$ cat src/design/fpba_pkg.sv
// ----------------------------------------------------------------------------
// fpba_pkg
// Shared constants, types and helpers for the fit-policy bitmap allocator.
// ----------------------------------------------------------------------------
`default_nettype none

package fpba_pkg;

  // Bitmap geometry
  localparam int ENTRIES = 1024;
  localparam int ROW_W   = 8;                  // bits per bitmap row
  localparam int ROWS    = ENTRIES / ROW_W;
  localparam int ROW_AW  = $clog2(ROWS);
  localparam int BIT_AW  = $clog2(ROW_W);
  localparam int IDX_W   = 10;                 // entry index field
  localparam int CNT_W   = 11;                 // counts, limit, free count

  // Fit modes
  localparam logic [1:0] MODE_FIRST  = 2'd0;
  localparam logic [1:0] MODE_BEST   = 2'd1;
  localparam logic [1:0] MODE_WORST  = 2'd2;
  localparam logic [1:0] MODE_UNUSED = 2'd3;   // no policy: allocate fails

  // Commands
  localparam logic [1:0] CMD_ALLOC = 2'd0;
  localparam logic [1:0] CMD_FREE  = 2'd1;
  localparam logic [1:0] CMD_MARK  = 2'd2;
  localparam logic [1:0] CMD_QUERY = 2'd3;

  // Register indexes
  localparam logic REG_FIT_MODE = 1'b0;
  localparam logic REG_ENTRIES  = 1'b1;

  // Control from the sequencer to the run unit
  typedef struct packed {
    logic clear;   // start of a scan: drop all run and count state
    logic step;    // a bitmap row is on the data inputs
    logic close;   // end of scan: close a run still open
  } run_ctl_t;

  // Results of the run unit
  typedef struct packed {
    logic             found;
    logic [IDX_W-1:0] pick;
    logic [CNT_W-1:0] free_total;
  } run_res_t;

  // True when a run of length len should replace the current choice.
  function automatic logic run_better(input logic             found,
                                      input logic [1:0]       mode,
                                      input logic [CNT_W-1:0] len,
                                      input logic [CNT_W-1:0] best_len);
    logic r;
    r = !found ||
        ((mode == MODE_BEST)  && (len < best_len)) ||
        ((mode == MODE_WORST) && (len > best_len));
    return r;
  endfunction

endpackage

`default_nettype wire

$ cat src/design/fit_policy_bitmap_allocator_top.sv
// ----------------------------------------------------------------------------
// fit_policy_bitmap_allocator_top
// Bitmap allocator with first, best and worst fit over up to 1024 entries.
// ----------------------------------------------------------------------------
// One item at a time. The bitmap lives in a 128 x 8 memory and every scan
// reads one row per cycle through a single shared run unit. An allocate
// scans all 128 rows, closes a run still open after the last one, then
// picks, reads and writes the row and hands the result to the result
// register. Free, mark and query of an index inside the managed range are a
// read-modify-write of one row; an index outside it fails. An allocate
// with fit mode 3 fails without a scan. After reset a clearing pass writes
// zeros into all 128 rows while in_tready stays low. Writing
// entries_in_use starts a recount scan that holds in_tready low until it
// ends; a further write of that register during the recount restarts it.
// fit_mode takes effect at once, also on an allocate scan already running.
// The result register lets a new beat be accepted while the last result
// beat still waits on out_tready.
// ----------------------------------------------------------------------------
`default_nettype none

module fit_policy_bitmap_allocator_top (
  input  wire logic        clk,
  input  wire logic        rst_n,
  // command beats: [1:0] command, [11:2] entry_index, [15:12] zero
  input  wire logic        in_tvalid,
  output logic             in_tready,
  input  wire logic [15:0] in_tdata,
  // result beats: [0] success, [10:1] result_index, [11] entry_used,
  // [22:12] free_count, [23] zero
  output logic             out_tvalid,
  input  wire logic        out_tready,
  output logic [23:0]      out_tdata,
  // register writes
  input  wire logic        cfg_we,
  input  wire logic        cfg_index,
  input  wire logic [10:0] cfg_wdata
);

  localparam int CW = fpba_pkg::CNT_W;
  localparam int IW = fpba_pkg::IDX_W;
  localparam int AW = fpba_pkg::ROW_AW;
  localparam int RW = fpba_pkg::ROW_W;

  // sequencer states
  localparam logic [2:0] S_CLEAR = 3'd0;  // zero the bitmap after reset
  localparam logic [2:0] S_IDLE  = 3'd1;
  localparam logic [2:0] S_SCAN  = 3'd2;  // row-by-row scan through run unit
  localparam logic [2:0] S_POST  = 3'd3;  // scan result is ready
  localparam logic [2:0] S_RD    = 3'd4;  // read target row
  localparam logic [2:0] S_WR    = 3'd5;  // update bit, write row back
  localparam logic [2:0] S_RESP  = 3'd6;  // hand result to output register

  logic [2:0]    state_r,      state_nxt;
  logic [AW-1:0] clr_addr_r,   clr_addr_nxt;
  logic          pend_r,       pend_nxt;      // recount owed
  logic [1:0]    mode_r,       mode_nxt;
  logic [CW-1:0] entries_r,    entries_nxt;
  logic [CW-1:0] free_r,       free_nxt;
  logic [1:0]    cmd_r,        cmd_nxt;
  logic [IW-1:0] tgt_r,        tgt_nxt;
  logic          recount_r,    recount_nxt;   // scan is a recount
  logic [AW:0]   scan_cnt_r,   scan_cnt_nxt;
  logic          step_vld_r,   step_vld_nxt;
  logic [AW-1:0] step_addr_r,  step_addr_nxt;
  logic          res_ok_r,     res_ok_nxt;
  logic [IW-1:0] res_idx_r,    res_idx_nxt;
  logic          res_used_r,   res_used_nxt;
  logic          out_valid_r,  out_valid_nxt;
  logic          out_ok_r,     out_ok_nxt;
  logic [IW-1:0] out_idx_r,    out_idx_nxt;
  logic          out_used_r,   out_used_nxt;
  logic [CW-1:0] out_free_r,   out_free_nxt;

  // bitmap memory
  logic [RW-1:0] mem [fpba_pkg::ROWS];
  logic [RW-1:0] rdata_r;
  logic          mem_we;
  logic [AW-1:0] mem_waddr;
  logic [RW-1:0] mem_wdata;
  logic [AW-1:0] mem_raddr;

  fpba_pkg::run_ctl_t run_ctl;
  fpba_pkg::run_res_t run_res;

  logic [CW-1:0]     lim;
  logic              in_acc;
  logic [1:0]        in_cmd;
  logic [IW-1:0]     in_idx;
  logic              old_bit;
  logic              new_bit;
  logic [RW-1:0]     row_new;
  logic              scan_done;

  assign in_cmd = in_tdata[1:0];
  assign in_idx = in_tdata[11:2];
  assign lim    = (entries_r > CW'(fpba_pkg::ENTRIES)) ? CW'(fpba_pkg::ENTRIES) : entries_r;

  assign in_tready = (state_r == S_IDLE) && !pend_r;
  assign in_acc    = in_tvalid && in_tready;

  // all rows issued and the last one stepped
  assign scan_done = scan_cnt_r[AW] && !step_vld_r;

  // read-modify-write of the target bit
  always_comb begin
    old_bit = rdata_r[tgt_r[fpba_pkg::BIT_AW-1:0]];
    case (cmd_r)
      fpba_pkg::CMD_ALLOC: new_bit = 1'b1;
      fpba_pkg::CMD_MARK:  new_bit = 1'b1;
      fpba_pkg::CMD_FREE:  new_bit = 1'b0;
      fpba_pkg::CMD_QUERY: new_bit = old_bit;
      default:             new_bit = old_bit;
    endcase
    row_new = rdata_r;
    row_new[tgt_r[fpba_pkg::BIT_AW-1:0]] = new_bit;
  end

  // memory port control
  always_comb begin
    mem_we    = 1'b0;
    mem_waddr = tgt_r[IW-1:fpba_pkg::BIT_AW];
    mem_wdata = row_new;
    mem_raddr = tgt_r[IW-1:fpba_pkg::BIT_AW];
    case (state_r)
      S_CLEAR: begin
        mem_we    = 1'b1;
        mem_waddr = clr_addr_r;
        mem_wdata = '0;
      end
      S_SCAN:  mem_raddr = scan_cnt_r[AW-1:0];
      S_WR:    mem_we    = 1'b1;
      default: ;
    endcase
  end

  always_ff @(posedge clk) begin
    if (mem_we) begin
      mem[mem_waddr] <= mem_wdata;
    end
    rdata_r <= mem[mem_raddr];
  end

  // run unit control
  always_comb begin
    run_ctl.clear = 1'b0;
    run_ctl.step  = (state_r == S_SCAN) && step_vld_r;
    run_ctl.close = (state_r == S_SCAN) && scan_done;
    if (state_r == S_IDLE) begin
      run_ctl.clear = pend_r || (in_acc && (in_cmd == fpba_pkg::CMD_ALLOC));
    end
  end

  fpba_run_unit u_run (
    .clk      (clk),
    .rst_n    (rst_n),
    .ctl      (run_ctl),
    .mode     (mode_r),
    .lim      (lim),
    .row_addr (step_addr_r),
    .row_data (rdata_r),
    .res      (run_res)
  );

  // sequencer
  always_comb begin
    state_nxt     = state_r;
    clr_addr_nxt  = clr_addr_r;
    pend_nxt      = pend_r;
    mode_nxt      = mode_r;
    entries_nxt   = entries_r;
    free_nxt      = free_r;
    cmd_nxt       = cmd_r;
    tgt_nxt       = tgt_r;
    recount_nxt   = recount_r;
    scan_cnt_nxt  = scan_cnt_r;
    step_vld_nxt  = 1'b0;
    step_addr_nxt = scan_cnt_r[AW-1:0];
    res_ok_nxt    = res_ok_r;
    res_idx_nxt   = res_idx_r;
    res_used_nxt  = res_used_r;
    out_valid_nxt = out_valid_r;
    out_ok_nxt    = out_ok_r;
    out_idx_nxt   = out_idx_r;
    out_used_nxt  = out_used_r;
    out_free_nxt  = out_free_r;

    if (out_valid_r && out_tready) begin
      out_valid_nxt = 1'b0;
    end

    case (state_r)
      S_CLEAR: begin
        clr_addr_nxt = clr_addr_r + 1'b1;
        if (clr_addr_r == AW'(fpba_pkg::ROWS - 1)) begin
          state_nxt = S_IDLE;
        end
      end
      S_IDLE: begin
        if (pend_r) begin
          recount_nxt  = 1'b1;
          scan_cnt_nxt = '0;
          state_nxt    = S_SCAN;
        end else if (in_acc) begin
          cmd_nxt = in_cmd;
          tgt_nxt = in_idx;
          if (in_cmd == fpba_pkg::CMD_ALLOC) begin
            if (mode_r == fpba_pkg::MODE_UNUSED) begin
              // unused mode: fail, nothing changes
              res_ok_nxt   = 1'b0;
              res_idx_nxt  = '0;
              res_used_nxt = 1'b0;
              state_nxt    = S_RESP;
            end else begin
              recount_nxt  = 1'b0;
              scan_cnt_nxt = '0;
              state_nxt    = S_SCAN;
            end
          end else if ({1'b0, in_idx} < lim) begin
            state_nxt = S_RD;
          end else begin
            res_ok_nxt   = 1'b0;
            res_idx_nxt  = in_idx;
            res_used_nxt = 1'b0;
            state_nxt    = S_RESP;
          end
        end
      end
      S_SCAN: begin
        if (!scan_cnt_r[AW]) begin
          scan_cnt_nxt = scan_cnt_r + 1'b1;
          step_vld_nxt = 1'b1;
        end
        if (scan_done) begin
          state_nxt = S_POST;
        end
        // a new limit during a recount makes it stale: start over
        if (recount_r && cfg_we && (cfg_index == fpba_pkg::REG_ENTRIES)) begin
          state_nxt = S_IDLE;
        end
      end
      S_POST: begin
        if (recount_r) begin
          free_nxt  = run_res.free_total;
          pend_nxt  = 1'b0;
          state_nxt = S_IDLE;
        end else if (run_res.found) begin
          tgt_nxt   = run_res.pick;
          state_nxt = S_RD;
        end else begin
          res_ok_nxt   = 1'b0;
          res_idx_nxt  = '0;
          res_used_nxt = 1'b0;
          state_nxt    = S_RESP;
        end
      end
      S_RD: begin
        state_nxt = S_WR;
      end
      S_WR: begin
        case (cmd_r)
          fpba_pkg::CMD_ALLOC: begin
            if (free_r != '0) begin
              free_nxt = free_r - 1'b1;
            end
          end
          fpba_pkg::CMD_MARK: begin
            if (!old_bit && (free_r != '0)) begin
              free_nxt = free_r - 1'b1;
            end
          end
          fpba_pkg::CMD_FREE: begin
            if (old_bit) begin
              free_nxt = free_r + 1'b1;
            end
          end
          default: ;
        endcase
        res_ok_nxt   = 1'b1;
        res_idx_nxt  = tgt_r;
        res_used_nxt = new_bit;
        state_nxt    = S_RESP;
      end
      S_RESP: begin
        if (!out_valid_r || out_tready) begin
          out_valid_nxt = 1'b1;
          out_ok_nxt    = res_ok_r;
          out_idx_nxt   = res_idx_r;
          out_used_nxt  = res_used_r;
          out_free_nxt  = free_r;
          state_nxt     = S_IDLE;
        end
      end
      default: state_nxt = S_IDLE;
    endcase

    // register writes
    if (cfg_we) begin
      case (cfg_index)
        fpba_pkg::REG_FIT_MODE: mode_nxt = cfg_wdata[1:0];
        fpba_pkg::REG_ENTRIES: begin
          entries_nxt = cfg_wdata;
          pend_nxt    = 1'b1;
        end
        default: ;
      endcase
    end
  end

  always_ff @(posedge clk) begin
    if (!rst_n) begin
      state_r     <= S_CLEAR;
      clr_addr_r  <= '0;
      pend_r      <= 1'b0;
      mode_r      <= fpba_pkg::MODE_FIRST;
      entries_r   <= CW'(fpba_pkg::ENTRIES);
      free_r      <= CW'(fpba_pkg::ENTRIES);
      recount_r   <= 1'b0;
      scan_cnt_r  <= '0;
      step_vld_r  <= 1'b0;
      out_valid_r <= 1'b0;
    end else begin
      state_r     <= state_nxt;
      clr_addr_r  <= clr_addr_nxt;
      pend_r      <= pend_nxt;
      mode_r      <= mode_nxt;
      entries_r   <= entries_nxt;
      free_r      <= free_nxt;
      recount_r   <= recount_nxt;
      scan_cnt_r  <= scan_cnt_nxt;
      step_vld_r  <= step_vld_nxt;
      out_valid_r <= out_valid_nxt;
    end
    cmd_r       <= cmd_nxt;
    tgt_r       <= tgt_nxt;
    step_addr_r <= step_addr_nxt;
    res_ok_r    <= res_ok_nxt;
    res_idx_r   <= res_idx_nxt;
    res_used_r  <= res_used_nxt;
    out_ok_r    <= out_ok_nxt;
    out_idx_r   <= out_idx_nxt;
    out_used_r  <= out_used_nxt;
    out_free_r  <= out_free_nxt;
  end

  assign out_tvalid = out_valid_r;
  assign out_tdata  = {1'b0, out_free_r, out_used_r, out_idx_r, out_ok_r};

  // checks
  a_busy_after_accept: assert property (@(posedge clk) disable iff (!rst_n)
    in_tvalid && in_tready |=> !in_tready)
    else $error("block still ready after taking a command beat");

  a_write_in_range: assert property (@(posedge clk) disable iff (!rst_n)
    (state_r == S_WR) |-> ({1'b0, tgt_r} < lim))
    else $error("bitmap write outside the managed range");

  a_fail_not_used: assert property (@(posedge clk) disable iff (!rst_n)
    out_valid_r && !out_ok_r |-> !out_used_r)
    else $error("failed result reports a used entry");

  a_clear_after_reset: assert property (@(posedge clk)
    !rst_n |=> (state_r == S_CLEAR) && !in_tready)
    else $error("no clearing pass after reset");

endmodule

`default_nettype wire

$ cat src/design/fpba_run_unit.sv
// ----------------------------------------------------------------------------
// fpba_run_unit
// Shared scan unit: takes one bitmap row per step, tracks free runs under the
// fit policy and counts free managed entries.
// ----------------------------------------------------------------------------
`default_nettype none

module fpba_run_unit (
  input  wire logic                          clk,
  input  wire logic                          rst_n,
  input  wire fpba_pkg::run_ctl_t            ctl,
  input  wire logic [1:0]                    mode,
  input  wire logic [fpba_pkg::CNT_W-1:0]    lim,
  input  wire logic [fpba_pkg::ROW_AW-1:0]   row_addr,
  input  wire logic [fpba_pkg::ROW_W-1:0]    row_data,
  output fpba_pkg::run_res_t                 res
);

  logic [fpba_pkg::CNT_W-1:0] cur_len_r,    cur_len_nxt;
  logic [fpba_pkg::IDX_W-1:0] cur_start_r,  cur_start_nxt;
  logic [fpba_pkg::CNT_W-1:0] best_len_r,   best_len_nxt;
  logic [fpba_pkg::IDX_W-1:0] best_start_r, best_start_nxt;
  logic                       found_r,      found_nxt;
  logic [fpba_pkg::CNT_W-1:0] pop_r,        pop_nxt;

  always_comb begin
    logic [fpba_pkg::IDX_W-1:0] g;
    logic                       f;
    cur_len_nxt    = cur_len_r;
    cur_start_nxt  = cur_start_r;
    best_len_nxt   = best_len_r;
    best_start_nxt = best_start_r;
    found_nxt      = found_r;
    pop_nxt        = pop_r;
    g              = '0;
    f              = 1'b0;
    if (ctl.clear) begin
      cur_len_nxt    = '0;
      cur_start_nxt  = '0;
      best_len_nxt   = '0;
      best_start_nxt = '0;
      found_nxt      = 1'b0;
      pop_nxt        = '0;
    end else if (ctl.step) begin
      // walk the row low bit first; entries at or above the limit act as used
      for (int j = 0; j < fpba_pkg::ROW_W; j++) begin
        g = {row_addr, fpba_pkg::BIT_AW'(j)};
        f = !row_data[j] && ({1'b0, g} < lim);
        if (f) begin
          if (cur_len_nxt == '0) begin
            cur_start_nxt = g;
          end
          cur_len_nxt = cur_len_nxt + 1'b1;
          pop_nxt     = pop_nxt + 1'b1;
        end else if (cur_len_nxt != '0) begin
          if (fpba_pkg::run_better(found_nxt, mode, cur_len_nxt, best_len_nxt)) begin
            found_nxt      = 1'b1;
            best_len_nxt   = cur_len_nxt;
            best_start_nxt = cur_start_nxt;
          end
          cur_len_nxt = '0;
        end
      end
    end else if (ctl.close) begin
      if (cur_len_r != '0) begin
        if (fpba_pkg::run_better(found_r, mode, cur_len_r, best_len_r)) begin
          found_nxt      = 1'b1;
          best_len_nxt   = cur_len_r;
          best_start_nxt = cur_start_r;
        end
        cur_len_nxt = '0;
      end
    end
  end

  always_ff @(posedge clk) begin
    if (!rst_n) begin
      cur_len_r <= '0;
      found_r   <= 1'b0;
    end else begin
      cur_len_r <= cur_len_nxt;
      found_r   <= found_nxt;
    end
    cur_start_r  <= cur_start_nxt;
    best_len_r   <= best_len_nxt;
    best_start_r <= best_start_nxt;
    pop_r        <= pop_nxt;
  end

  assign res.found      = found_r;
  assign res.pick       = best_start_r;
  assign res.free_total = pop_r;

endmodule

`default_nettype wire

$ cat config.mk
export PLATFORM = sky130hd
export DESIGN_NAME = fit_policy_bitmap_allocator_top
export DESIGN_NICKNAME = d
export VERILOG_FILES = /design/src/design/fpba_pkg.sv /design/src/design/fit_policy_bitmap_allocator_top.sv /design/src/design/fpba_run_unit.sv
export SDC_FILE = /design/constraint.sdc
export NUM_CORES = 2
export LEC_CHECK = 0
export BUFFER_PORTS_ARGS = -buffer_cell sky130_fd_sc_hd__clkbuf_2
export CAP_MARGIN = 20
export CELL_PAD_IN_SITES_DETAIL_PLACEMENT = 0
export CELL_PAD_IN_SITES_GLOBAL_PLACEMENT = 1
export CORE_MARGIN = 5
export CORE_UTILIZATION = 50
export CTS_CLUSTER_SIZE = 20
export DETAILED_ROUTE_END_ITERATION = 8
export GPL_TIMING_DRIVEN = 0
export PLACE_DENSITY = 0.79
export SLEW_MARGIN = 30
export SYNTH_ARGS = -nofsm -noshare
export SYNTH_HDL_FRONTEND = slang
export SYNTH_SLANG_ARGS = --single-unit
$ cat constraint.sdc
create_clock -name clk -period 26.7 [get_ports clk]
set_input_delay 8.01 -clock clk [delete_from_list [all_inputs] [get_ports clk]]
set_output_delay 8.01 -clock clk [all_outputs]
set_load 0.1 [all_outputs]
==> run metrics <==
first-pass GRT wire length=254000 um; Hold Path Sink=out_idx_r[6]$_DFFE_PP_; power share of the clock group=0.193; vias per cell=6.35; most numerous cell in the Yosys netlist=edfxtp_1; Yosys top cell area share=0.556; clk slew on worst S/H paths=0.06 ns; Worst setup EP type=register; # Max-Cap Violations=0; Clock Sinks=1186; Synth Area per Inst=13.6 um^2; Crit Path Class=register to register; Async S/R FF share, synth=0; Worst R2R Path Depth=127; setup violators final=0; required time of the worst setup path=27.25 ns; Core Rows=124; Logic pwr share=0.508; Switch Pwr=3.47 mW; hold crit path type=register to register; Post-synth top cells=edfxtp_1, nand2_1, nor2_1; die width=350 um; number of synthesized flops with an enable pin=1071; first drt pass iteration count=6; Detailed Route Iter0 Violations=4441; Hold Vio Cnt, Final=0; Tot GR Track Use=0.279; Top FF cell, synth=edfxtp_1; post-synthesis register bit count=1186; H-tree lvl count=3; reg2reg setup slack=1.66 ns; RSZ-0062 raised after global routing=no; reg2reg end=u_run.best_len_r[5]$_SDFFE_PP0P_; vias post-DR=38800; post-DR wirelength/cell=28.2 um; hold depth=0; worst endpoint data arrival time=25.59 ns; hold_sp=res_idx_r[6]$_DFFE_PP_; Seq/Total Area, Yosys=0.596; Final Cell Area=64800 um^2; filler instances=9130; WHS=0.423 ns; critical path's slowest cell=a2111oi_4; drt total wl=172000 um; Slowest Stage Delay on Critical Path=0.51 ns; Die Y=350 um; FMAX=39.9 MHz; Clock Skew=0.0373 ns; DRC=0; Clk Latency, worst-skew pair=0.71 ns; CP Max Fanout=10; hold buffers post-CTS=0; Final HPWL DP=126000 um; Final Critical Period=25.04 ns; setup total negative slack=0 ns; initial antenna violation count=0; # IOs=59; count of cell types in the netlist=110; fin nets=4675; cell type with the highest aggregate area in the netlist=edfxtp_1; GPL Wtd Cong=0.973; Reg power frac=0.299; Worst Max-Slew Pin Slew=1.04 ns; Slew Limit Headroom=0.308; share of layout cells above drive strength 1=0.166; Post-DP Area=61000 um^2; Max Root-Sink Buffers=3; largest net degree at the start of global routing=32; area delta synth->final=12.1%; crit path launch type=register; GRT overflow=0; cell count after synthesis=4264; Power per Cell Area=128 nW/um^2; # diodes=0; Sw Ratio=0.420; Pint=4.80 mW; period utilisation layout=0.938; Die ar.=123000 um^2; mapped cell area=57800 um^2; CTS tree=yes; Crit path top cell by count=o21a_1; fin. max-slew vios=0; final antenna-violating net count=0; RR Startpoint=entries_r[10]$_SDFFE_PN1P_; Leak=21.7 nW; initial core utilization=0.504; CTS buffer count=114; vias in the first global route=38700; status=complete, no violations; Synth Warn #=0; post-layout total power=8.27 mW; maximum VDD drop=0.0872 mV; IO Port Bufs=52; top post-synthesis cells by area=edfxtp_1, mux4_2, dfxtp_1; Core Region=115000 um^2; root buf cell=clkbuf_16; syn nets=4438
==> cells in the final DEF (no fill, tap or decap), types with 57 or more instances in the layout <==
cell | netlist | routed
nor2_1 | 298 | 295
mux2i_1 | 70 | 68
clkbuf_2 | 0 | 88
o21a_1 | 60 | 60
nand2_1 | 406 | 406
nor3_1 | 59 | 57
mux2_2 | 67 | 67
and2_1 | 94 | 94
clkbuf_1 | 181 | 175
a21oi_1 | 174 | 172
o21ai_0 | 98 | 98
dfxtp_1 | 115 | 115
edfxtp_1 | 1071 | 1071
a211oi_1 | 125 | 123
inv_1 | 93 | 93
ha_1 | 140 | 140
mux4_2 | 258 | 258
clkbuf_16 | 0 | 116
xnor2_1 | 103 | 103
nand3_1 | 95 | 95
==> metrics by stage <==
step / util / setup WS (ns) / std cells
2_1_floorplan: - / 4.97 / 4264
3_3_place_gp: 0.523 / -0.199 / 5828
3_5_place_dp: 0.532 / 0.193 / 5896
4_1_cts: 0.565 / 0.0428 / 6106
5_1_grt: 0.565 / 0.0738 / 6107
6_report: 0.565 / 1.66 / 6107
==> repair_timing <==
action,CTS,global route
setup endpoints to repair,0,21
buffers inserted,0,1
gates resized for setup,0,17
==> cell families (layout without fill, tap and decap cells) <==
logic type	count (synthesis)	after routing	synth area share
AO/OA/AOI/OAI	824	824	0.0990
multiplexers	400	400	0.127
buffers and inverters	344	675	0.0231
adder cells (fa/ha/maj)	141	141	0.0307
other	1	1	0.0000649
AND/OR/NAND/NOR	1222	1222	0.102
XOR/XNOR	146	146	0.0226
flip-flops	1186	1186	0.596
==> state kept, by name, indices dropped and copies added, names as in the netlist, 8 cells and up <==
| signal | cells |
|---|---|
| free_r | 11 |
| out_idx_r | 10 |
| u_run.best_start_r | 10 |
| entries_r | 11 |
| mem | 1024 |
| scan_cnt_r | 8 |
| u_run.pop_r | 11 |
| out_free_r | 11 |
| tgt_r | 10 |
| res_idx_r | 10 |
| u_run.cur_start_r | 10 |
| rdata_r | 8 |
| u_run.best_len_r | 11 |
| u_run.cur_len_r | 11 |
==> worst max-delay path, delay by kind of cell (launching register included) <==
family	cells	cell delay, ns
DFF	1	0.32
and+or+nand+nor	30	3.68
adders and majority gates	8	2.49
muxes	10	3.52
AOI/OAI and AO/OA	70	12.44
buffers and inverters	9	2.31
==> metal layers <==
metal	vias up	routed length (um)	GRT usage
li1	17100	-	-
met2	1835	81800	0.456
met3	436	13100	0.0461
met4	0	9680	0.134
met5	-	0	0
met1	19400	67800	0.369
==> power by group through the flow <==
stage | sequential [mW] | combinational [mW] | clock [mW]
2_1_floorplan | 2.57 | 2.65 | 0
3_3_place_gp | 2.71 | 3.87 | 0
3_5_place_dp | 2.51 | 4.10 | 0
4_1_cts | 2.47 | 4.12 | 1.61
5_1_grt | 2.48 | 4.49 | 1.70
6_report | 2.48 | 4.20 | 1.60
==> how the worst max path moves through the flow <==
stage	from	end	slack, ns	depth (start not counted)
after floorplan	entries_r[10]$_SDFFE_PN1P_	u_run.best_start_r[2]$_SDFFE_PP0P_	4.97	127
after global placement	entries_r[10]$_SDFFE_PN1P_	u_run.best_len_r[5]$_SDFFE_PP0P_	-0.20	124
after detailed placement	entries_r[10]$_SDFFE_PN1P_	u_run.best_len_r[5]$_SDFFE_PP0P_	0.19	125
after CTS	entries_r[10]$_SDFFE_PN1P_	u_run.best_len_r[5]$_SDFFE_PP0P_	0.04	126
after global routing	entries_r[10]$_SDFFE_PN1P_	u_run.best_len_r[5]$_SDFFE_PP0P_	0.07	127
final	entries_r[10]$_SDFFE_PN1P_	u_run.best_len_r[5]$_SDFFE_PP0P_	1.66	127
==> area by class of cell <==
cell class,count,area (um^2),share of cell area
repair buffers,121,1140,0.0175
multi-input cells,2734,22200,0.343
plain buffers,242,1000,0.0155
flip-flops and latches,1186,34500,0.532
clock inverters,79,748,0.0115
well taps,1512,1890,0.0292
inverters,102,383,0.00591
clock buffers,131,2970,0.0458
(Power assumes the default switching activity.)
